===== src/rtl/lcc_pkg.sv =====
package lcc_pkg;

  localparam int COORD_W    = 7;
  localparam int SYM_W      = 8;
  localparam int PLACE_W    = 8;
  localparam int POFS_W     = 10;
  localparam int GSUM_W     = 21;
  localparam int GCNT_W     = 15;
  localparam int PSUM_W     = 20;
  localparam int PCNT_W     = 11;
  localparam int PCEN_W     = 9;
  localparam int SQ_W       = 17;
  localparam int DIST_W     = 18;
  localparam int CFG_IDX_W  = 1;
  localparam int CFG_DATA_W = 8;

  localparam logic [CFG_IDX_W-1:0] REG_ENEMY_LABEL = 1'd0;
  localparam logic [CFG_IDX_W-1:0] REG_OWN_LABEL   = 1'd1;

  // func on input and kind on output share the same coding
  localparam logic KIND_GRID  = 1'b0;
  localparam logic KIND_PIECE = 1'b1;

  localparam logic [SYM_W-1:0] MARK_SYMBOL     = 8'h2A;
  localparam logic [SYM_W-1:0] ENEMY_LABEL_RST = 8'd88;
  localparam logic [SYM_W-1:0] OWN_LABEL_RST   = 8'd79;

  localparam logic [COORD_W-1:0] GCEN_MAX = 7'd127;
  localparam logic [PCEN_W-1:0]  PCEN_MAX = 9'd254;
  localparam logic [PCEN_W-1:0]  PCEN_MIN = 9'h180;

  localparam int QDEPTH  = 2;
  localparam int QPTR_W  = 1;
  localparam int QCNT_W  = 2;

  localparam int DIV_STEPS = GSUM_W;
  localparam int DIV_CNT_W = 5;

  typedef struct packed {
    logic              kind;
    logic [GSUM_W-1:0] e_rsum;
    logic [GSUM_W-1:0] e_csum;
    logic [GCNT_W-1:0] e_cnt;
    logic [GSUM_W-1:0] o_rsum;
    logic [GSUM_W-1:0] o_csum;
    logic [GCNT_W-1:0] o_cnt;
    logic [PSUM_W-1:0] p_rsum;
    logic [PSUM_W-1:0] p_csum;
    logic [PCNT_W-1:0] p_cnt;
  } job_t;

  typedef struct packed {
    logic              start;
    logic [GSUM_W-1:0] dividend;
    logic [GCNT_W-1:0] divisor;
  } div_req_t;

endpackage


===== src/rtl/lcc_front.sv =====
module lcc_front #(
  parameter int GRID_ROWS  = 128,
  parameter int GRID_COLS  = 128,
  parameter int PIECE_ROWS = 32,
  parameter int PIECE_COLS = 32
) (
  input  logic                             clk,
  input  logic                             rst_n,
  input  logic                             cfg_valid,
  output logic                             cfg_ready,
  input  logic [lcc_pkg::CFG_IDX_W-1:0]    cfg_index,
  input  logic [lcc_pkg::CFG_DATA_W-1:0]   cfg_data,
  input  logic                             in_valid,
  output logic                             in_ready,
  input  logic                             in_func,
  input  logic [lcc_pkg::COORD_W-1:0]      in_row,
  input  logic [lcc_pkg::COORD_W-1:0]      in_col,
  input  logic [lcc_pkg::SYM_W-1:0]        in_cell_symbol,
  input  logic signed [lcc_pkg::PLACE_W-1:0] in_place_row,
  input  logic signed [lcc_pkg::PLACE_W-1:0] in_place_col,
  input  logic                             in_last,
  input  logic                             q_full,
  output logic                             q_push,
  output lcc_pkg::job_t                    q_job
);

  logic [lcc_pkg::SYM_W-1:0]  enemy_label_r, own_label_r;
  logic [lcc_pkg::GSUM_W-1:0] e_rsum_r, e_csum_r, o_rsum_r, o_csum_r;
  logic [lcc_pkg::GCNT_W-1:0] e_cnt_r, o_cnt_r;
  logic [lcc_pkg::PSUM_W-1:0] p_rsum_r, p_csum_r;
  logic [lcc_pkg::PCNT_W-1:0] p_cnt_r;

  logic [lcc_pkg::GSUM_W-1:0] e_rsum_nxt, e_csum_nxt, o_rsum_nxt, o_csum_nxt;
  logic [lcc_pkg::GCNT_W-1:0] e_cnt_nxt, o_cnt_nxt;
  logic [lcc_pkg::PSUM_W-1:0] p_rsum_nxt, p_csum_nxt;
  logic [lcc_pkg::PCNT_W-1:0] p_cnt_nxt;

  logic [lcc_pkg::GSUM_W-1:0] e_rsum_upd, e_csum_upd, o_rsum_upd, o_csum_upd;
  logic [lcc_pkg::GCNT_W-1:0] e_cnt_upd, o_cnt_upd;
  logic [lcc_pkg::PSUM_W-1:0] p_rsum_upd, p_csum_upd;
  logic [lcc_pkg::PCNT_W-1:0] p_cnt_upd;

  logic                       acc, grid_cell, piece_cell, grid_in, piece_in;
  logic                       e_hit, o_hit, p_hit;
  logic [lcc_pkg::POFS_W-1:0] p_row_pos, p_col_pos;

  function automatic logic [lcc_pkg::GSUM_W-1:0] gsum_add(
    input logic [lcc_pkg::GSUM_W-1:0]  s,
    input logic [lcc_pkg::COORD_W-1:0] v
  );
    logic [lcc_pkg::GSUM_W:0] t;
    t = {1'b0, s} + (lcc_pkg::GSUM_W + 1)'(v);
    return t[lcc_pkg::GSUM_W] ? {lcc_pkg::GSUM_W{1'b1}} : t[lcc_pkg::GSUM_W-1:0];
  endfunction

  function automatic logic [lcc_pkg::PSUM_W-1:0] psum_add(
    input logic [lcc_pkg::PSUM_W-1:0] s,
    input logic [lcc_pkg::POFS_W-1:0] v
  );
    logic [lcc_pkg::PSUM_W:0] t;
    t = {s[lcc_pkg::PSUM_W-1], s}
      + {{(lcc_pkg::PSUM_W + 1 - lcc_pkg::POFS_W){v[lcc_pkg::POFS_W-1]}}, v};
    if (t[lcc_pkg::PSUM_W] != t[lcc_pkg::PSUM_W-1]) begin
      return t[lcc_pkg::PSUM_W] ? {1'b1, {(lcc_pkg::PSUM_W-1){1'b0}}}
                                : {1'b0, {(lcc_pkg::PSUM_W-1){1'b1}}};
    end
    return t[lcc_pkg::PSUM_W-1:0];
  endfunction

  assign in_ready  = !q_full;
  assign cfg_ready = 1'b1;
  assign acc       = in_valid && in_ready;

  always_comb begin
    grid_cell  = acc && (in_func == lcc_pkg::KIND_GRID);
    piece_cell = acc && (in_func == lcc_pkg::KIND_PIECE);
    grid_in    = (int'(in_row) < GRID_ROWS) && (int'(in_col) < GRID_COLS);
    piece_in   = (int'(in_row) < PIECE_ROWS) && (int'(in_col) < PIECE_COLS);
    e_hit      = grid_cell && grid_in && (in_cell_symbol == enemy_label_r);
    o_hit      = grid_cell && grid_in && (in_cell_symbol == own_label_r);
    p_hit      = piece_cell && piece_in && (in_cell_symbol == lcc_pkg::MARK_SYMBOL);
    // grid position of a piece cell: sign-extended offset plus local position
    p_row_pos  = {{2{in_place_row[7]}}, in_place_row} + {3'b000, in_row};
    p_col_pos  = {{2{in_place_col[7]}}, in_place_col} + {3'b000, in_col};

    e_rsum_upd = e_hit ? gsum_add(e_rsum_r, in_row) : e_rsum_r;
    e_csum_upd = e_hit ? gsum_add(e_csum_r, in_col) : e_csum_r;
    e_cnt_upd  = (e_hit && !(&e_cnt_r)) ? e_cnt_r + lcc_pkg::GCNT_W'(1) : e_cnt_r;
    o_rsum_upd = o_hit ? gsum_add(o_rsum_r, in_row) : o_rsum_r;
    o_csum_upd = o_hit ? gsum_add(o_csum_r, in_col) : o_csum_r;
    o_cnt_upd  = (o_hit && !(&o_cnt_r)) ? o_cnt_r + lcc_pkg::GCNT_W'(1) : o_cnt_r;
    p_rsum_upd = p_hit ? psum_add(p_rsum_r, p_row_pos) : p_rsum_r;
    p_csum_upd = p_hit ? psum_add(p_csum_r, p_col_pos) : p_csum_r;
    p_cnt_upd  = (p_hit && !(&p_cnt_r)) ? p_cnt_r + lcc_pkg::PCNT_W'(1) : p_cnt_r;

    e_rsum_nxt = e_rsum_upd;
    e_csum_nxt = e_csum_upd;
    e_cnt_nxt  = e_cnt_upd;
    o_rsum_nxt = o_rsum_upd;
    o_csum_nxt = o_csum_upd;
    o_cnt_nxt  = o_cnt_upd;
    p_rsum_nxt = p_rsum_upd;
    p_csum_nxt = p_csum_upd;
    p_cnt_nxt  = p_cnt_upd;
    if (grid_cell && in_last) begin
      e_rsum_nxt = '0;
      e_csum_nxt = '0;
      e_cnt_nxt  = '0;
      o_rsum_nxt = '0;
      o_csum_nxt = '0;
      o_cnt_nxt  = '0;
    end
    if (piece_cell && in_last) begin
      p_rsum_nxt = '0;
      p_csum_nxt = '0;
      p_cnt_nxt  = '0;
    end

    q_push       = acc && in_last;
    q_job.kind   = in_func;
    q_job.e_rsum = e_rsum_upd;
    q_job.e_csum = e_csum_upd;
    q_job.e_cnt  = e_cnt_upd;
    q_job.o_rsum = o_rsum_upd;
    q_job.o_csum = o_csum_upd;
    q_job.o_cnt  = o_cnt_upd;
    q_job.p_rsum = p_rsum_upd;
    q_job.p_csum = p_csum_upd;
    q_job.p_cnt  = p_cnt_upd;
  end

  always_ff @(posedge clk) begin
    if (!rst_n) begin
      enemy_label_r <= lcc_pkg::ENEMY_LABEL_RST;
      own_label_r   <= lcc_pkg::OWN_LABEL_RST;
      e_rsum_r      <= '0;
      e_csum_r      <= '0;
      e_cnt_r       <= '0;
      o_rsum_r      <= '0;
      o_csum_r      <= '0;
      o_cnt_r       <= '0;
      p_rsum_r      <= '0;
      p_csum_r      <= '0;
      p_cnt_r       <= '0;
    end else begin
      if (cfg_valid && cfg_ready) begin
        case (cfg_index)
          lcc_pkg::REG_ENEMY_LABEL: enemy_label_r <= cfg_data;
          lcc_pkg::REG_OWN_LABEL:   own_label_r   <= cfg_data;
          default: ;
        endcase
      end
      e_rsum_r <= e_rsum_nxt;
      e_csum_r <= e_csum_nxt;
      e_cnt_r  <= e_cnt_nxt;
      o_rsum_r <= o_rsum_nxt;
      o_csum_r <= o_csum_nxt;
      o_cnt_r  <= o_cnt_nxt;
      p_rsum_r <= p_rsum_nxt;
      p_csum_r <= p_csum_nxt;
      p_cnt_r  <= p_cnt_nxt;
    end
  end

  a_grid_clear: assert property (@(posedge clk) disable iff (!rst_n)
    (grid_cell && in_last) |=> (e_cnt_r == '0 && o_cnt_r == '0 && e_rsum_r == '0))
    else $error("grid accumulators not cleared after last grid cell");

endmodule


===== src/rtl/lcc_queue.sv =====
module lcc_queue (
  input  logic          clk,
  input  logic          rst_n,
  input  logic          push,
  input  lcc_pkg::job_t push_job,
  input  logic          pop,
  output lcc_pkg::job_t head_job,
  output logic          full,
  output logic          empty
);

  lcc_pkg::job_t                entries_r [lcc_pkg::QDEPTH];
  logic [lcc_pkg::QPTR_W-1:0]   wr_ptr_r, rd_ptr_r;
  logic [lcc_pkg::QCNT_W-1:0]   count_r;
  logic [lcc_pkg::QPTR_W-1:0]   wr_ptr_nxt, rd_ptr_nxt;
  logic [lcc_pkg::QCNT_W-1:0]   count_nxt;

  assign full     = (count_r == lcc_pkg::QCNT_W'(lcc_pkg::QDEPTH));
  assign empty    = (count_r == '0);
  assign head_job = entries_r[rd_ptr_r];

  always_comb begin
    wr_ptr_nxt = push ? wr_ptr_r + 1'b1 : wr_ptr_r;
    rd_ptr_nxt = pop ? rd_ptr_r + 1'b1 : rd_ptr_r;
    count_nxt  = count_r;
    if (push && !pop) begin
      count_nxt = count_r + 1'b1;
    end else if (pop && !push) begin
      count_nxt = count_r - 1'b1;
    end
  end

  always_ff @(posedge clk) begin
    if (push) begin
      entries_r[wr_ptr_r] <= push_job;
    end
  end

  always_ff @(posedge clk) begin
    if (!rst_n) begin
      wr_ptr_r <= '0;
      rd_ptr_r <= '0;
      count_r  <= '0;
    end else begin
      wr_ptr_r <= wr_ptr_nxt;
      rd_ptr_r <= rd_ptr_nxt;
      count_r  <= count_nxt;
    end
  end

  a_no_overflow: assert property (@(posedge clk) disable iff (!rst_n)
    push |-> (!full || pop))
    else $error("job queue overflow");

endmodule


===== src/rtl/lcc_div.sv =====
module lcc_div (
  input  logic                       clk,
  input  logic                       rst_n,
  input  lcc_pkg::div_req_t          req,
  output logic                       done,
  output logic [lcc_pkg::GSUM_W-1:0] quotient
);

  logic                          busy_r, done_r;
  logic [lcc_pkg::DIV_CNT_W-1:0] cnt_r;
  logic [lcc_pkg::GCNT_W-1:0]    rem_r, dvsr_r;
  logic [lcc_pkg::GSUM_W-1:0]    quo_r;

  logic                          busy_nxt, done_nxt;
  logic [lcc_pkg::DIV_CNT_W-1:0] cnt_nxt;
  logic [lcc_pkg::GCNT_W-1:0]    rem_nxt, dvsr_nxt;
  logic [lcc_pkg::GSUM_W-1:0]    quo_nxt;

  logic [lcc_pkg::GCNT_W:0]      trial, diff;
  logic                          qbit;

  assign done     = done_r;
  assign quotient = quo_r;

  // restoring radix-2, one quotient bit per cycle; dividend shifts out of quo_r
  always_comb begin
    trial    = {rem_r, quo_r[lcc_pkg::GSUM_W-1]};
    diff     = trial - {1'b0, dvsr_r};
    qbit     = (trial >= {1'b0, dvsr_r});
    busy_nxt = busy_r;
    done_nxt = 1'b0;
    cnt_nxt  = cnt_r;
    rem_nxt  = rem_r;
    dvsr_nxt = dvsr_r;
    quo_nxt  = quo_r;
    if (req.start) begin
      busy_nxt = 1'b1;
      cnt_nxt  = lcc_pkg::DIV_CNT_W'(lcc_pkg::DIV_STEPS - 1);
      rem_nxt  = '0;
      dvsr_nxt = req.divisor;
      quo_nxt  = req.dividend;
    end else if (busy_r) begin
      rem_nxt = qbit ? diff[lcc_pkg::GCNT_W-1:0] : trial[lcc_pkg::GCNT_W-1:0];
      quo_nxt = {quo_r[lcc_pkg::GSUM_W-2:0], qbit};
      cnt_nxt = cnt_r - 1'b1;
      if (cnt_r == '0) begin
        busy_nxt = 1'b0;
        done_nxt = 1'b1;
      end
    end
  end

  always_ff @(posedge clk) begin
    if (!rst_n) begin
      busy_r <= 1'b0;
      done_r <= 1'b0;
      cnt_r  <= '0;
    end else begin
      busy_r <= busy_nxt;
      done_r <= done_nxt;
      cnt_r  <= cnt_nxt;
    end
  end

  always_ff @(posedge clk) begin
    rem_r  <= rem_nxt;
    dvsr_r <= dvsr_nxt;
    quo_r  <= quo_nxt;
  end

  a_start_idle: assert property (@(posedge clk) disable iff (!rst_n)
    req.start |-> !busy_r)
    else $error("divider started while busy");

endmodule


===== src/rtl/lcc_back.sv =====
module lcc_back (
  input  logic                              clk,
  input  logic                              rst_n,
  input  logic                              q_empty,
  input  lcc_pkg::job_t                     q_job,
  output logic                              q_pop,
  output lcc_pkg::div_req_t                 div_req,
  input  logic                              div_done,
  input  logic [lcc_pkg::GSUM_W-1:0]        div_quo,
  output logic                              out_valid,
  input  logic                              out_ready,
  output logic                              out_kind,
  output logic [lcc_pkg::COORD_W-1:0]       out_enemy_row_centre,
  output logic [lcc_pkg::COORD_W-1:0]       out_enemy_col_centre,
  output logic [lcc_pkg::COORD_W-1:0]       out_own_row_centre,
  output logic [lcc_pkg::COORD_W-1:0]       out_own_col_centre,
  output logic signed [lcc_pkg::PCEN_W-1:0] out_piece_row_centre,
  output logic signed [lcc_pkg::PCEN_W-1:0] out_piece_col_centre,
  output logic [lcc_pkg::DIST_W-1:0]        out_dist_own,
  output logic [lcc_pkg::DIST_W-1:0]        out_dist_enemy,
  output logic                              out_enemy_present,
  output logic                              out_own_present,
  output logic                              out_piece_present
);

  localparam logic [2:0] ST_IDLE      = 3'd0;
  localparam logic [2:0] ST_DIV_START = 3'd1;
  localparam logic [2:0] ST_DIV_WAIT  = 3'd2;
  localparam logic [2:0] ST_SQ        = 3'd3;
  localparam logic [2:0] ST_OUT       = 3'd4;

  logic [2:0]                  state_r, state_nxt;
  lcc_pkg::job_t               job_r, job_nxt;
  logic [1:0]                  k_r, k_nxt;
  logic [lcc_pkg::COORD_W-1:0] e_row_r, e_col_r, o_row_r, o_col_r;
  logic [lcc_pkg::COORD_W-1:0] e_row_nxt, e_col_nxt, o_row_nxt, o_col_nxt;
  logic                        e_pres_r, o_pres_r, e_pres_nxt, o_pres_nxt;
  logic [lcc_pkg::PCEN_W-1:0]  p_row_r, p_col_r, p_row_nxt, p_col_nxt;
  logic                        p_pres_r, p_pres_nxt;
  logic [lcc_pkg::SQ_W-1:0]    sq_or_r, sq_oc_r, sq_er_r, sq_ec_r;
  logic [lcc_pkg::SQ_W-1:0]    sq_or_nxt, sq_oc_nxt, sq_er_nxt, sq_ec_nxt;

  logic                        ov_r, ov_nxt;
  logic                        okind_r, okind_nxt;
  logic [lcc_pkg::COORD_W-1:0] oer_r, oec_r, oor_r, ooc_r;
  logic [lcc_pkg::COORD_W-1:0] oer_nxt, oec_nxt, oor_nxt, ooc_nxt;
  logic [lcc_pkg::PCEN_W-1:0]  opr_r, opc_r, opr_nxt, opc_nxt;
  logic [lcc_pkg::DIST_W-1:0]  odo_r, ode_r, odo_nxt, ode_nxt;
  logic                        oep_r, oop_r, opp_r, oep_nxt, oop_nxt, opp_nxt;

  logic [lcc_pkg::GSUM_W-1:0]  sel_sum;
  logic [lcc_pkg::GCNT_W-1:0]  sel_cnt;
  logic                        sel_neg, cnt_zero;
  logic [lcc_pkg::GSUM_W-1:0]  p_rext, p_cext, p_rmag, p_cmag;
  logic [lcc_pkg::COORD_W-1:0] gval;
  logic [lcc_pkg::PCEN_W-1:0]  pval;
  logic signed [9:0]           dr_o, dc_o, dr_e, dc_e;
  logic signed [19:0]          m_or, m_oc, m_er, m_ec;
  logic                        last_div;

  always_comb begin
    p_rext = {job_r.p_rsum[lcc_pkg::PSUM_W-1], job_r.p_rsum};
    p_cext = {job_r.p_csum[lcc_pkg::PSUM_W-1], job_r.p_csum};
    p_rmag = job_r.p_rsum[lcc_pkg::PSUM_W-1] ? (~p_rext + 1'b1) : p_rext;
    p_cmag = job_r.p_csum[lcc_pkg::PSUM_W-1] ? (~p_cext + 1'b1) : p_cext;

    sel_neg = 1'b0;
    if (job_r.kind == lcc_pkg::KIND_GRID) begin
      case (k_r)
        2'd0:    begin sel_sum = job_r.e_rsum; sel_cnt = job_r.e_cnt; end
        2'd1:    begin sel_sum = job_r.e_csum; sel_cnt = job_r.e_cnt; end
        2'd2:    begin sel_sum = job_r.o_rsum; sel_cnt = job_r.o_cnt; end
        default: begin sel_sum = job_r.o_csum; sel_cnt = job_r.o_cnt; end
      endcase
    end else if (k_r == 2'd0) begin
      sel_sum = p_rmag;
      sel_cnt = lcc_pkg::GCNT_W'(job_r.p_cnt);
      sel_neg = job_r.p_rsum[lcc_pkg::PSUM_W-1];
    end else begin
      sel_sum = p_cmag;
      sel_cnt = lcc_pkg::GCNT_W'(job_r.p_cnt);
      sel_neg = job_r.p_csum[lcc_pkg::PSUM_W-1];
    end
    cnt_zero = (sel_cnt == '0);

    // clamp the quotient: grid 0..127, piece -128..254
    if (cnt_zero) begin
      gval = '0;
    end else if (div_quo > lcc_pkg::GSUM_W'(lcc_pkg::GCEN_MAX)) begin
      gval = lcc_pkg::GCEN_MAX;
    end else begin
      gval = div_quo[lcc_pkg::COORD_W-1:0];
    end
    if (cnt_zero) begin
      pval = '0;
    end else if (sel_neg) begin
      pval = (div_quo > lcc_pkg::GSUM_W'(128)) ? lcc_pkg::PCEN_MIN
                                              : (~div_quo[lcc_pkg::PCEN_W-1:0] + 1'b1);
    end else begin
      pval = (div_quo > lcc_pkg::GSUM_W'(lcc_pkg::PCEN_MAX)) ? lcc_pkg::PCEN_MAX
                                                             : div_quo[lcc_pkg::PCEN_W-1:0];
    end

    last_div = (job_r.kind == lcc_pkg::KIND_GRID) ? (k_r == 2'd3) : (k_r == 2'd1);

    dr_o = $signed({p_row_r[lcc_pkg::PCEN_W-1], p_row_r}) - $signed({3'b000, o_row_r});
    dc_o = $signed({p_col_r[lcc_pkg::PCEN_W-1], p_col_r}) - $signed({3'b000, o_col_r});
    dr_e = $signed({p_row_r[lcc_pkg::PCEN_W-1], p_row_r}) - $signed({3'b000, e_row_r});
    dc_e = $signed({p_col_r[lcc_pkg::PCEN_W-1], p_col_r}) - $signed({3'b000, e_col_r});
    m_or = dr_o * dr_o;
    m_oc = dc_o * dc_o;
    m_er = dr_e * dr_e;
    m_ec = dc_e * dc_e;

    div_req.start    = (state_r == ST_DIV_START);
    div_req.dividend = sel_sum;
    div_req.divisor  = sel_cnt;

    state_nxt  = state_r;
    job_nxt    = job_r;
    k_nxt      = k_r;
    e_row_nxt  = e_row_r;
    e_col_nxt  = e_col_r;
    o_row_nxt  = o_row_r;
    o_col_nxt  = o_col_r;
    e_pres_nxt = e_pres_r;
    o_pres_nxt = o_pres_r;
    p_row_nxt  = p_row_r;
    p_col_nxt  = p_col_r;
    p_pres_nxt = p_pres_r;
    sq_or_nxt  = sq_or_r;
    sq_oc_nxt  = sq_oc_r;
    sq_er_nxt  = sq_er_r;
    sq_ec_nxt  = sq_ec_r;
    ov_nxt     = (ov_r && out_ready) ? 1'b0 : ov_r;
    okind_nxt  = okind_r;
    oer_nxt    = oer_r;
    oec_nxt    = oec_r;
    oor_nxt    = oor_r;
    ooc_nxt    = ooc_r;
    opr_nxt    = opr_r;
    opc_nxt    = opc_r;
    odo_nxt    = odo_r;
    ode_nxt    = ode_r;
    oep_nxt    = oep_r;
    oop_nxt    = oop_r;
    opp_nxt    = opp_r;
    q_pop      = 1'b0;

    case (state_r)
      ST_IDLE: begin
        if (!q_empty) begin
          q_pop     = 1'b1;
          job_nxt   = q_job;
          k_nxt     = 2'd0;
          state_nxt = ST_DIV_START;
        end
      end
      ST_DIV_START: begin
        state_nxt = ST_DIV_WAIT;
      end
      ST_DIV_WAIT: begin
        if (div_done) begin
          if (job_r.kind == lcc_pkg::KIND_GRID) begin
            case (k_r)
              2'd0: begin
                e_row_nxt  = gval;
                e_pres_nxt = !cnt_zero;
                if (cnt_zero) begin
                  e_col_nxt = '0;
                end
              end
              2'd1: e_col_nxt = gval;
              2'd2: begin
                o_row_nxt  = gval;
                o_pres_nxt = !cnt_zero;
                if (cnt_zero) begin
                  o_col_nxt = '0;
                end
              end
              default: o_col_nxt = gval;
            endcase
          end else if (k_r == 2'd0) begin
            p_row_nxt  = pval;
            p_pres_nxt = !cnt_zero;
          end else begin
            p_col_nxt = pval;
          end
          k_nxt = k_r + 1'b1;
          if (!last_div) begin
            state_nxt = ST_DIV_START;
          end else if (job_r.kind == lcc_pkg::KIND_GRID) begin
            state_nxt = ST_OUT;
          end else begin
            state_nxt = ST_SQ;
          end
        end
      end
      ST_SQ: begin
        sq_or_nxt = m_or[lcc_pkg::SQ_W-1:0];
        sq_oc_nxt = m_oc[lcc_pkg::SQ_W-1:0];
        sq_er_nxt = m_er[lcc_pkg::SQ_W-1:0];
        sq_ec_nxt = m_ec[lcc_pkg::SQ_W-1:0];
        state_nxt = ST_OUT;
      end
      ST_OUT: begin
        if (!ov_r || out_ready) begin
          ov_nxt    = 1'b1;
          okind_nxt = job_r.kind;
          oer_nxt   = e_row_r;
          oec_nxt   = e_col_r;
          oor_nxt   = o_row_r;
          ooc_nxt   = o_col_r;
          oep_nxt   = e_pres_r;
          oop_nxt   = o_pres_r;
          if (job_r.kind == lcc_pkg::KIND_GRID) begin
            opr_nxt = '0;
            opc_nxt = '0;
            odo_nxt = '0;
            ode_nxt = '0;
            opp_nxt = 1'b0;
          end else begin
            opr_nxt = p_row_r;
            opc_nxt = p_col_r;
            odo_nxt = lcc_pkg::DIST_W'(sq_or_r) + lcc_pkg::DIST_W'(sq_oc_r);
            ode_nxt = lcc_pkg::DIST_W'(sq_er_r) + lcc_pkg::DIST_W'(sq_ec_r);
            opp_nxt = p_pres_r;
          end
          state_nxt = ST_IDLE;
        end
      end
      default: state_nxt = ST_IDLE;
    endcase
  end

  always_ff @(posedge clk) begin
    if (!rst_n) begin
      state_r  <= ST_IDLE;
      ov_r     <= 1'b0;
      e_row_r  <= '0;
      e_col_r  <= '0;
      o_row_r  <= '0;
      o_col_r  <= '0;
      e_pres_r <= 1'b0;
      o_pres_r <= 1'b0;
    end else begin
      state_r  <= state_nxt;
      ov_r     <= ov_nxt;
      e_row_r  <= e_row_nxt;
      e_col_r  <= e_col_nxt;
      o_row_r  <= o_row_nxt;
      o_col_r  <= o_col_nxt;
      e_pres_r <= e_pres_nxt;
      o_pres_r <= o_pres_nxt;
    end
  end

  always_ff @(posedge clk) begin
    job_r    <= job_nxt;
    k_r      <= k_nxt;
    p_row_r  <= p_row_nxt;
    p_col_r  <= p_col_nxt;
    p_pres_r <= p_pres_nxt;
    sq_or_r  <= sq_or_nxt;
    sq_oc_r  <= sq_oc_nxt;
    sq_er_r  <= sq_er_nxt;
    sq_ec_r  <= sq_ec_nxt;
    okind_r  <= okind_nxt;
    oer_r    <= oer_nxt;
    oec_r    <= oec_nxt;
    oor_r    <= oor_nxt;
    ooc_r    <= ooc_nxt;
    opr_r    <= opr_nxt;
    opc_r    <= opc_nxt;
    odo_r    <= odo_nxt;
    ode_r    <= ode_nxt;
    oep_r    <= oep_nxt;
    oop_r    <= oop_nxt;
    opp_r    <= opp_nxt;
  end

  assign out_valid            = ov_r;
  assign out_kind             = okind_r;
  assign out_enemy_row_centre = oer_r;
  assign out_enemy_col_centre = oec_r;
  assign out_own_row_centre   = oor_r;
  assign out_own_col_centre   = ooc_r;
  assign out_piece_row_centre = $signed(opr_r);
  assign out_piece_col_centre = $signed(opc_r);
  assign out_dist_own         = odo_r;
  assign out_dist_enemy       = ode_r;
  assign out_enemy_present    = oep_r;
  assign out_own_present      = oop_r;
  assign out_piece_present    = opp_r;

  a_grid_result_clean: assert property (@(posedge clk) disable iff (!rst_n)
    (ov_r && okind_r == lcc_pkg::KIND_GRID)
      |-> (odo_r == '0 && ode_r == '0 && !opp_r && opr_r == '0))
    else $error("grid result carries piece fields");

  a_empty_class_zero: assert property (@(posedge clk) disable iff (!rst_n)
    (!e_pres_r |-> (e_row_r == '0 && e_col_r == '0))
      and (!o_pres_r |-> (o_row_r == '0 && o_col_r == '0)))
    else $error("absent class has nonzero centre");

  a_pop_only_idle: assert property (@(posedge clk) disable iff (!rst_n)
    q_pop |=> (state_r == ST_DIV_START))
    else $error("job popped outside idle");

endmodule


===== src/rtl/labeled_cell_centroid_distance_unit.sv =====
// Labeled cell centroid distance unit.
// Input channel (in_*): one cell per beat. func 0 beats are grid cells whose
// symbol is matched against the enemy and own labels; func 1 beats are piece
// cells, counted when the symbol is '*'. A beat with last set closes its scan.
// Cells are taken one per cycle; in_ready drops only while the two-entry job
// queue between the accumulators and the result engine is full.
// Output channel (out_*): one beat per closed scan, in scan order. A grid
// result gives both class centroids; a piece result gives the piece centroid
// and its squared distances to the own and enemy centroids.
// After the last cell, a grid scan runs four divisions on the shared serial
// divider (each 21 quotient steps plus start and hand-off) and a piece scan
// two divisions and one squaring step before out_valid rises. The engine
// works on one job at a time, so the serial divider sets the job rate.
// Configuration (cfg_*): index 0 enemy label, 1 own label; written while
// idle, a rule on the user that the block itself does not enforce.
// Reset (rst_n low, synchronous): labels return to 88 and 79, all sums and
// stored class centroids clear, the queue empties and out_valid drops.
// A stalled receiver holds the result in the output register; the engine can
// finish the next job meanwhile, and cells keep flowing until the queue fills.
module labeled_cell_centroid_distance_unit #(
  parameter int GRID_ROWS  = 128,
  parameter int GRID_COLS  = 128,
  parameter int PIECE_ROWS = 32,
  parameter int PIECE_COLS = 32
) (
  input  logic                               clk,
  input  logic                               rst_n,
  input  logic                               cfg_valid,
  output logic                               cfg_ready,
  input  logic [lcc_pkg::CFG_IDX_W-1:0]      cfg_index,
  input  logic [lcc_pkg::CFG_DATA_W-1:0]     cfg_data,
  input  logic                               in_valid,
  output logic                               in_ready,
  input  logic                               in_func,
  input  logic [lcc_pkg::COORD_W-1:0]        in_row,
  input  logic [lcc_pkg::COORD_W-1:0]        in_col,
  input  logic [lcc_pkg::SYM_W-1:0]          in_cell_symbol,
  input  logic signed [lcc_pkg::PLACE_W-1:0] in_place_row,
  input  logic signed [lcc_pkg::PLACE_W-1:0] in_place_col,
  input  logic                               in_last,
  output logic                               out_valid,
  input  logic                               out_ready,
  output logic                               out_kind,
  output logic [lcc_pkg::COORD_W-1:0]        out_enemy_row_centre,
  output logic [lcc_pkg::COORD_W-1:0]        out_enemy_col_centre,
  output logic [lcc_pkg::COORD_W-1:0]        out_own_row_centre,
  output logic [lcc_pkg::COORD_W-1:0]        out_own_col_centre,
  output logic signed [lcc_pkg::PCEN_W-1:0]  out_piece_row_centre,
  output logic signed [lcc_pkg::PCEN_W-1:0]  out_piece_col_centre,
  output logic [lcc_pkg::DIST_W-1:0]         out_dist_own,
  output logic [lcc_pkg::DIST_W-1:0]         out_dist_enemy,
  output logic                               out_enemy_present,
  output logic                               out_own_present,
  output logic                               out_piece_present
);

  logic                       q_full, q_empty, q_push, q_pop;
  lcc_pkg::job_t              push_job, head_job;
  lcc_pkg::div_req_t          div_req;
  logic                       div_done;
  logic [lcc_pkg::GSUM_W-1:0] div_quo;

  lcc_front #(
    .GRID_ROWS  (GRID_ROWS),
    .GRID_COLS  (GRID_COLS),
    .PIECE_ROWS (PIECE_ROWS),
    .PIECE_COLS (PIECE_COLS)
  ) u_front (
    .clk            (clk),
    .rst_n          (rst_n),
    .cfg_valid      (cfg_valid),
    .cfg_ready      (cfg_ready),
    .cfg_index      (cfg_index),
    .cfg_data       (cfg_data),
    .in_valid       (in_valid),
    .in_ready       (in_ready),
    .in_func        (in_func),
    .in_row         (in_row),
    .in_col         (in_col),
    .in_cell_symbol (in_cell_symbol),
    .in_place_row   (in_place_row),
    .in_place_col   (in_place_col),
    .in_last        (in_last),
    .q_full         (q_full),
    .q_push         (q_push),
    .q_job          (push_job)
  );

  lcc_queue u_queue (
    .clk      (clk),
    .rst_n    (rst_n),
    .push     (q_push),
    .push_job (push_job),
    .pop      (q_pop),
    .head_job (head_job),
    .full     (q_full),
    .empty    (q_empty)
  );

  lcc_div u_div (
    .clk      (clk),
    .rst_n    (rst_n),
    .req      (div_req),
    .done     (div_done),
    .quotient (div_quo)
  );

  lcc_back u_back (
    .clk                  (clk),
    .rst_n                (rst_n),
    .q_empty              (q_empty),
    .q_job                (head_job),
    .q_pop                (q_pop),
    .div_req              (div_req),
    .div_done             (div_done),
    .div_quo              (div_quo),
    .out_valid            (out_valid),
    .out_ready            (out_ready),
    .out_kind             (out_kind),
    .out_enemy_row_centre (out_enemy_row_centre),
    .out_enemy_col_centre (out_enemy_col_centre),
    .out_own_row_centre   (out_own_row_centre),
    .out_own_col_centre   (out_own_col_centre),
    .out_piece_row_centre (out_piece_row_centre),
    .out_piece_col_centre (out_piece_col_centre),
    .out_dist_own         (out_dist_own),
    .out_dist_enemy       (out_dist_enemy),
    .out_enemy_present    (out_enemy_present),
    .out_own_present      (out_own_present),
    .out_piece_present    (out_piece_present)
  );

endmodule


===== config.mk =====
export PLATFORM = sky130hd
export DESIGN_NAME = labeled_cell_centroid_distance_unit
export DESIGN_NICKNAME = d
export VERILOG_FILES = /design/src/rtl/lcc_pkg.sv /design/src/rtl/lcc_front.sv /design/src/rtl/lcc_queue.sv /design/src/rtl/lcc_div.sv /design/src/rtl/lcc_back.sv /design/src/rtl/labeled_cell_centroid_distance_unit.sv
export SDC_FILE = /design/constraint.sdc
export NUM_CORES = 2
export LEC_CHECK = 0
export BUFFER_PORTS_ARGS = -buffer_cell sky130_fd_sc_hd__clkbuf_2
export CORE_AREA = 5 5 342 428
export CTS_CLUSTER_SIZE = 28
export DETAILED_ROUTE_END_ITERATION = 8
export DIE_AREA = 0 0 347 433
export PLACE_DENSITY_LB_ADDON = 0.08
export SLEW_MARGIN = 25
export SYNTH_ARGS = -nofsm -noshare
export SYNTH_HDL_FRONTEND = slang
export SYNTH_HIERARCHICAL = 1
export SYNTH_SLANG_ARGS = --single-unit
export TNS_END_PERCENT = 30

===== constraint.sdc =====
create_clock -name clk -period 21.3 [get_ports clk]
set_clock_uncertainty 0.05 [all_clocks]
set_input_delay 4.26 -clock clk [delete_from_list [all_inputs] [get_ports clk]]
set_output_delay 4.26 -clock clk [all_outputs]
set_load 0.1 [all_outputs]

# After elaboration in Yosys (flattened, before gate mapping)

Memories as Yosys holds them, arrays and structs flattened. A register that Yosys moved wholly into a read port is not among the register bits.
Cells that the tools add are included.

ROM bits: 0
RAM bits: 332
Bits in latches: 0
Bits of input ports: 54
Register bits: 452
Word-level logic and storage cells: 238
Output and inout port bits: 89
Memories kept: 1

Eq/ne operators: 18
Reduce and logical (&&, ||, !) cells: 55
Shifts and indexed selects: 0
Bitwise gates (word level): 11
$add $sub $neg: 27
$mul: 4
Multiplexer cells: 67
Div/mod/pow operators: 0
Order comparisons: 6

Memories:

| name              | depth | width | read ports | clocked after memory_dff | wr ports | line            | source |
|---|---|---|---|---|---|---|---|
| u_queue.entries_r | 2     | 166   | 1          | 1                        | 1        | lcc_queue.sv:12 | `lcc_pkg::job_t entries_r [lcc_pkg::QDEPTH];` |

Operators with widths:

| kind                  | number |
|---|---|
| $mux 21               | 14 |
| $mux 20               | 8 |
| $add 21x7->22         | 4 |
| $mux 15               | 5 |
| $mul 10x10->17        | 4 |
| $pmux 21 s3           | 1 |
| $add 20x9->21         | 2 |
| $add 21x1->21 const B | 2 |
| $gt 21x8->1 const B   | 2 |
| $not 21->21           | 2 |
| $sub 9x8->10          | 4 |
| $add 17x17->18        | 2 |
| $mux 9                | 4 |
| $add 15x1->15 const B | 2 |
| $reduce_and 15->1     | 2 |
| $pmux 7 s2            | 2 |
| $gt 21x7->1 const B   | 1 |
| $mux 7                | 3 |
| $add 8x8->9           | 2 |
| $logic_and 1x1->1     | 17 |
| $eq 8x8->1            | 2 |
| $ge 16x15->1          | 1 |
| $mux 1                | 16 |
| $reduce_and 4->1      | 4 |
| 38 further kinds      | 82 |

# Logic depth before layout (Yosys ltp)

Depth in word-level cells: 8
Gate-level depth with buffers: 29
Mapped depth without buffers: 29

# Modules after synthesis

The synthesis kept the hierarchy.

Modules (own cells, without submodules):

| module    | cells each | seq. area each (um^2) | times used | area each (um^2) |
|---|---|---|---|---|
| lcc_back  | 2652       | 10800.4               | 1          | 28376.0 |
| lcc_front | 1508       | 3623.5                | 1          | 12439.4 |
| lcc_queue | 538        | 10069.7               | 1          | 12240.5 |
| lcc_div   | 300        | 1521.5                | 1          | 3210.6 |

# Least setup slack after synthesis

No wires, ideal clock.

Kind: register to register
Start point: register u_back.state_r[1]
End point: register u_queue/count_r[1] (netlist bit)
Slack: 2.993 ns
Stages on the path, launching flop included: 7
Required time: 21.174 ns
Clock period less this slack: 18.307 ns
Setup time: 0.076 ns
Path buffers: 1
Arrival time: 18.182 ns
Cells stage by stage: dfxtp_1 > clkbuf_1 > nor4_1 > inv_1 > ha_1 > or3_1 > a21boi_0

Word-level cells in the longest chain between the ends: 5
Elaborated cells between the ends (all ways): 7
Those cells by class: mux (2); reduce/logical (5)

Ends and longest elaborated chain:

| element                                     | line                                      | source |
|---|---|---|
| start: declaration                          | lcc_back.sv:32                            | `logic [2:0] state_r, state_nxt;` |
| start signal: assignment                    | lcc_back.sv:247                           | `state_r <= state_nxt;` |
| $logic_not 3->1 *                           | lcc_back.sv:150                           | `case (state_r)` |
| $mux 1 *                                    | lcc_back.sv:150                           |  |
| via q_pop                                   | labeled_cell_centroid_distance_unit.sv:57 | `logic q_full, q_empty, q_push, q_pop;` |
| $logic_not 1->1                             | lcc_queue.sv:26                           | `if (push && !pop) begin` |
| $logic_and 1x1->1                           | lcc_queue.sv:26                           |  |
| $mux 2 or $reduce_bool 2->1 (tied branches) | --                                        |  |
| end signal: assignment                      | lcc_queue.sv:47                           | `count_r <= count_nxt;` |
| end: declaration                            | lcc_queue.sv:14                           | `logic [lcc_pkg::QCNT_W-1:0] count_r;` |

The timed path passes the listed nets; every way through them passes the cells marked *.
A chain may end at the register's enable or synchronous reset.

==> flow_summary_export.csv <==
group,metric,value,unit
die,core,142000,sq um
drt,vias,36240,
synthesis,synth_top_family_by_area,"adder cells",
worst_setup_path,r2r_slack,13790,ps
timing,setup_viol,0,
drt,wl_per_cell,20.4,um
synthesis,synth_edf_count,705,
die,pin_count,143,
global_route,grt_start_max_net_pins,122,
timing,slew_headroom,29.0,%
placement,place.port_buffers,141,
drt,wl,145,mm
synthesis,avgSynthCellArea,11.3,sq um
synthesis,synth-xor-area-share,5.12,%
timing,fmax,127,MHz
die,rows,155,
clock_tree,post_cts_buffers,0,
drt,drt-initial-drc-count,2024,
timing,worst_slew_pin_slew,1060,ps
synthesis,syn-cell-area,56300,sq um
die,chipWidth,347,um
clock_tree,insertion_delay,730,ps
final_layout,syn2layout_area_growth,11.1,%
outcome,status,"finished clean",
synthesis,synthMuxAreaShare,4.71,%
clock_tree,clk_pin_slew,60,ps
worst_setup_path,critPathKind,"in2reg",
synthesis,seq_area_frac_synth,46.2,%
synthesis,synth-seq-cells,947,
clock_tree,ctsResizeCount,0,
timing,rsz0062_at_grt,"false",
drt,dr.pass1.iters,6,
global_route,gr-total-overflow,0,
clock_tree,cts_sinks,947,
synthesis,synthArstFlopShare,0,%
timing,slew_viol_final,0,
power_and_ir_drop,power_density,94.9,nW/um^2
timing,final-hold-violation-count,0,
worst_setup_path,worstPathRequired,21720,ps
clock_tree,cts.path.max_buffers,3,
placement,gp_congestion,0.848,
worst_setup_path,end_kind,"flip-flop",
timing,fin_setup_tns,0,ps
final_layout,final_util,44.0,%
drt,avgViaCountPerCell,5.10,
synthesis,yosysWarnings,6,
die,initial_core_util,39.6,%
clock_tree,cts_buffers,103,
drt,drc,0,
global_route,grt_first_pass_wirelength,221,mm
synthesis,ys_types,107,
power_and_ir_drop,peakVddDrop,75.6,uV
worst_setup_path,arrival,8310,ps
synthesis,synthFlopType,"edfxtp_1",
run,maxCapViolations,0,
clock_tree,cts_max_level,3,
power_and_ir_drop,total_power,0.00593,W
final_layout,drive_above_1_share,12.8,%
power_and_ir_drop,power_leakage,25.4,nW
placement,dp_hpwl,108,mm
global_route,grt_pass1_vias,37537,
synthesis,synth_compound_area_share,8.96,%
global_route,grtUsageTotal,19.1,%
worst_setup_path,start_kind,"primary input",
worst_setup_path,worstPathMaxFanout,22,
timing,period_share,37.0,%
die,die_h,433,um
drt,drtAntennaViolNets,0,
final_layout,final_nets,5817,
timing,min_period,7890,ps
global_route,antenna_found_initial,2,
synthesis,yosys.area_share.simple,11.3,%
die,die_area,150000,sq um
clock_tree,holdBufCountCts,0,
timing,whs,412,ps
clock_tree,cts_tree,"built",
synthesis,synth-adder-area-share,18.4,%
clock_tree,ctsRootBufferMaster,"clkbuf_16",
worst_hold_path,hp-class,"reg2reg",
synthesis,synth_cells,4998,
[final cells by class]
class	count	area [sq um]
well taps	1884	2360
clock buffers	142	2910
clock inverters	52	603
inverters	577	2170
fillers	13496	79400
multi-input cells	3318	27400
flip-flops and latches	947	26000
repair buffers	185	1050
diodes	1	2.50
[registers in the layout, summed over array words and instances (netlist names), 11 cells and up, named ones only]
| name | count |
|---|---|
| u_queue/entries_r | 332 |
| u_front/e_rsum_r | 21 |
| u_back/out_dist_enemy | 18 |
| u_back/out_dist_own | 18 |
| u_back/sq_er_r | 16 |
| u_div/rem_r | 15 |
| u_back/sq_oc_r | 16 |
| u_front/e_csum_r | 21 |
| u_front/o_csum_r | 21 |
| u_back/sq_or_r | 16 |
| u_front/o_rsum_r | 21 |
| u_front/o_cnt_r | 15 |
| u_front/p_csum_r | 20 |
| u_back/sq_ec_r | 16 |
| u_front/e_cnt_r | 15 |
| u_div/dvsr_r | 15 |
| u_front/p_cnt_r | 11 |
| u_div/quotient | 21 |
| u_back/job_r | 166 |
| u_front/p_rsum_r | 20 |
[logic make-up (layout without fill, tap and decap cells)]
kind of cell	Yosys count	after routing
simple gates	1327	1327
flops	947	947
compound gates	764	764
buf+inv	734	956
fa+ha+maj	658	658
xor+xnor	327	327
mux	239	239
other cells	2	4
[placed cells by master, fill, tap and decap left out, types with 43 or more instances in the layout]
| master | count |
|---|---|
| nor2b_1 | 85 |
| nor3_1 | 70 |
| fa_1 | 290 |
| a21o_1 | 46 |
| nand2_1 | 406 |
| inv_1 | 546 |
| xnor2_1 | 213 |
| mux2_2 | 202 |
| o21ai_0 | 107 |
| clkbuf_16 | 103 |
| o21ai_1 | 53 |
| and3_1 | 74 |
| a21oi_1 | 233 |
| dfxtp_1 | 241 |
| and2_1 | 65 |
| nand2b_1 | 43 |
| clkbuf_2 | 140 |
| nand3_1 | 71 |
| buf_4 | 44 |
| xor2_1 | 111 |
| ha_1 | 339 |
| nor2_1 | 346 |
| edfxtp_1 | 705 |
[stage by stage]
step	instances	setup WS (ps)	cell area, sq um
3_5_place_dp	6911	12600	59000
2_1_floorplan	4999	2990	56300
3_3_place_gp	6911	12650	59000
5_1_grt	7105	13180	62500
6_report	7106	13410	62500
4_1_cts	7105	13400	62500
[report_power, final]
| part | switching, W | internal, W |
|---|---|---|
| sequential | 0.000177 | 0.00234 |
| clock | 0.000764 | 0.00106 |
| combinational | 0.00100 | 0.000590 |
[cells in the mapped netlist, types with 10 or more instances]
cell type,count,area share (%)
and3_1,75,0.83
nor4_1,21,0.23
xor2_1,111,1.7
maj3_2,18,0.36
nor2b_1,86,0.96
o21bai_1,18,0.24
o21ai_0,109,0.97
inv_1,547,3.6
o211ai_1,31,0.41
buf_6,18,0.36
nand2_1,407,2.7
nand4_1,36,0.40
o21a_1,27,0.36
edfxtp_1,705,38
nor3_1,71,0.63
or4_1,10,0.13
nor2_2,10,0.11
dfxtp_1,242,8.6
o31ai_1,15,0.20
a21boi_1,15,0.20
and4_1,19,0.30
clkbuf_1,111,0.74
a21oi_1,233,2.1
a222oi_1,21,0.37
a211oi_1,32,0.43
nand2b_1,43,0.48
buf_1,14,0.093
or3_1,14,0.16
a31oi_1,30,0.33
inv_2,28,0.19
a21boi_0,20,0.27
ha_1,341,7.6
and2_1,66,0.73
xnor2_1,214,3.3
or2_1,16,0.18
mux2_2,202,4.0
nand3_1,71,0.63
fa_1,290,10
o21ai_1,51,0.45
nor2_1,347,2.3
a21o_1,46,0.61
mux2i_1,35,0.62
[routing by layer]
layer	part of all wire (%)	vias up	GRT usage, %
li1	-	17665	-
met2	52	625	35.7
met4	4.9	0	8.83
met3	3.0	234	2.21
met1	40	17716	21.8
met5	0	-	0
[final timing paths]
kind | startpoint | end | cells past startpoint
worst min register to register | u_back/o_row_r[5]$_SDFFE_PN0P_ | u_back/out_own_row_centre[5]$_DFFE_PP_ | 0
worst min-delay path | u_back/o_row_r[5]$_SDFFE_PN0P_ | u_back/out_own_row_centre[5]$_DFFE_PP_ | 0
worst max-delay path | in_col[1] | u_queue/entries_r[1][29]$_DFFE_PP_ | 12
worst max register to register | u_back/p_col_r[0]$_DFFE_PP_ | u_back/sq_ec_r[15]$_DFFE_PN_ | 27
[critical path: stages]
cell	delay [ps]
clkbuf_2	160
fa_1	500
ha_1	240
fa_1	460
a21o_1	200
a221oi_2	430
o21ai_2	170
or4b_1	520
a211o_1	610
or2_1	400
a211oi_2	260
nor2_1	80
(Power assumes the default switching activity.)
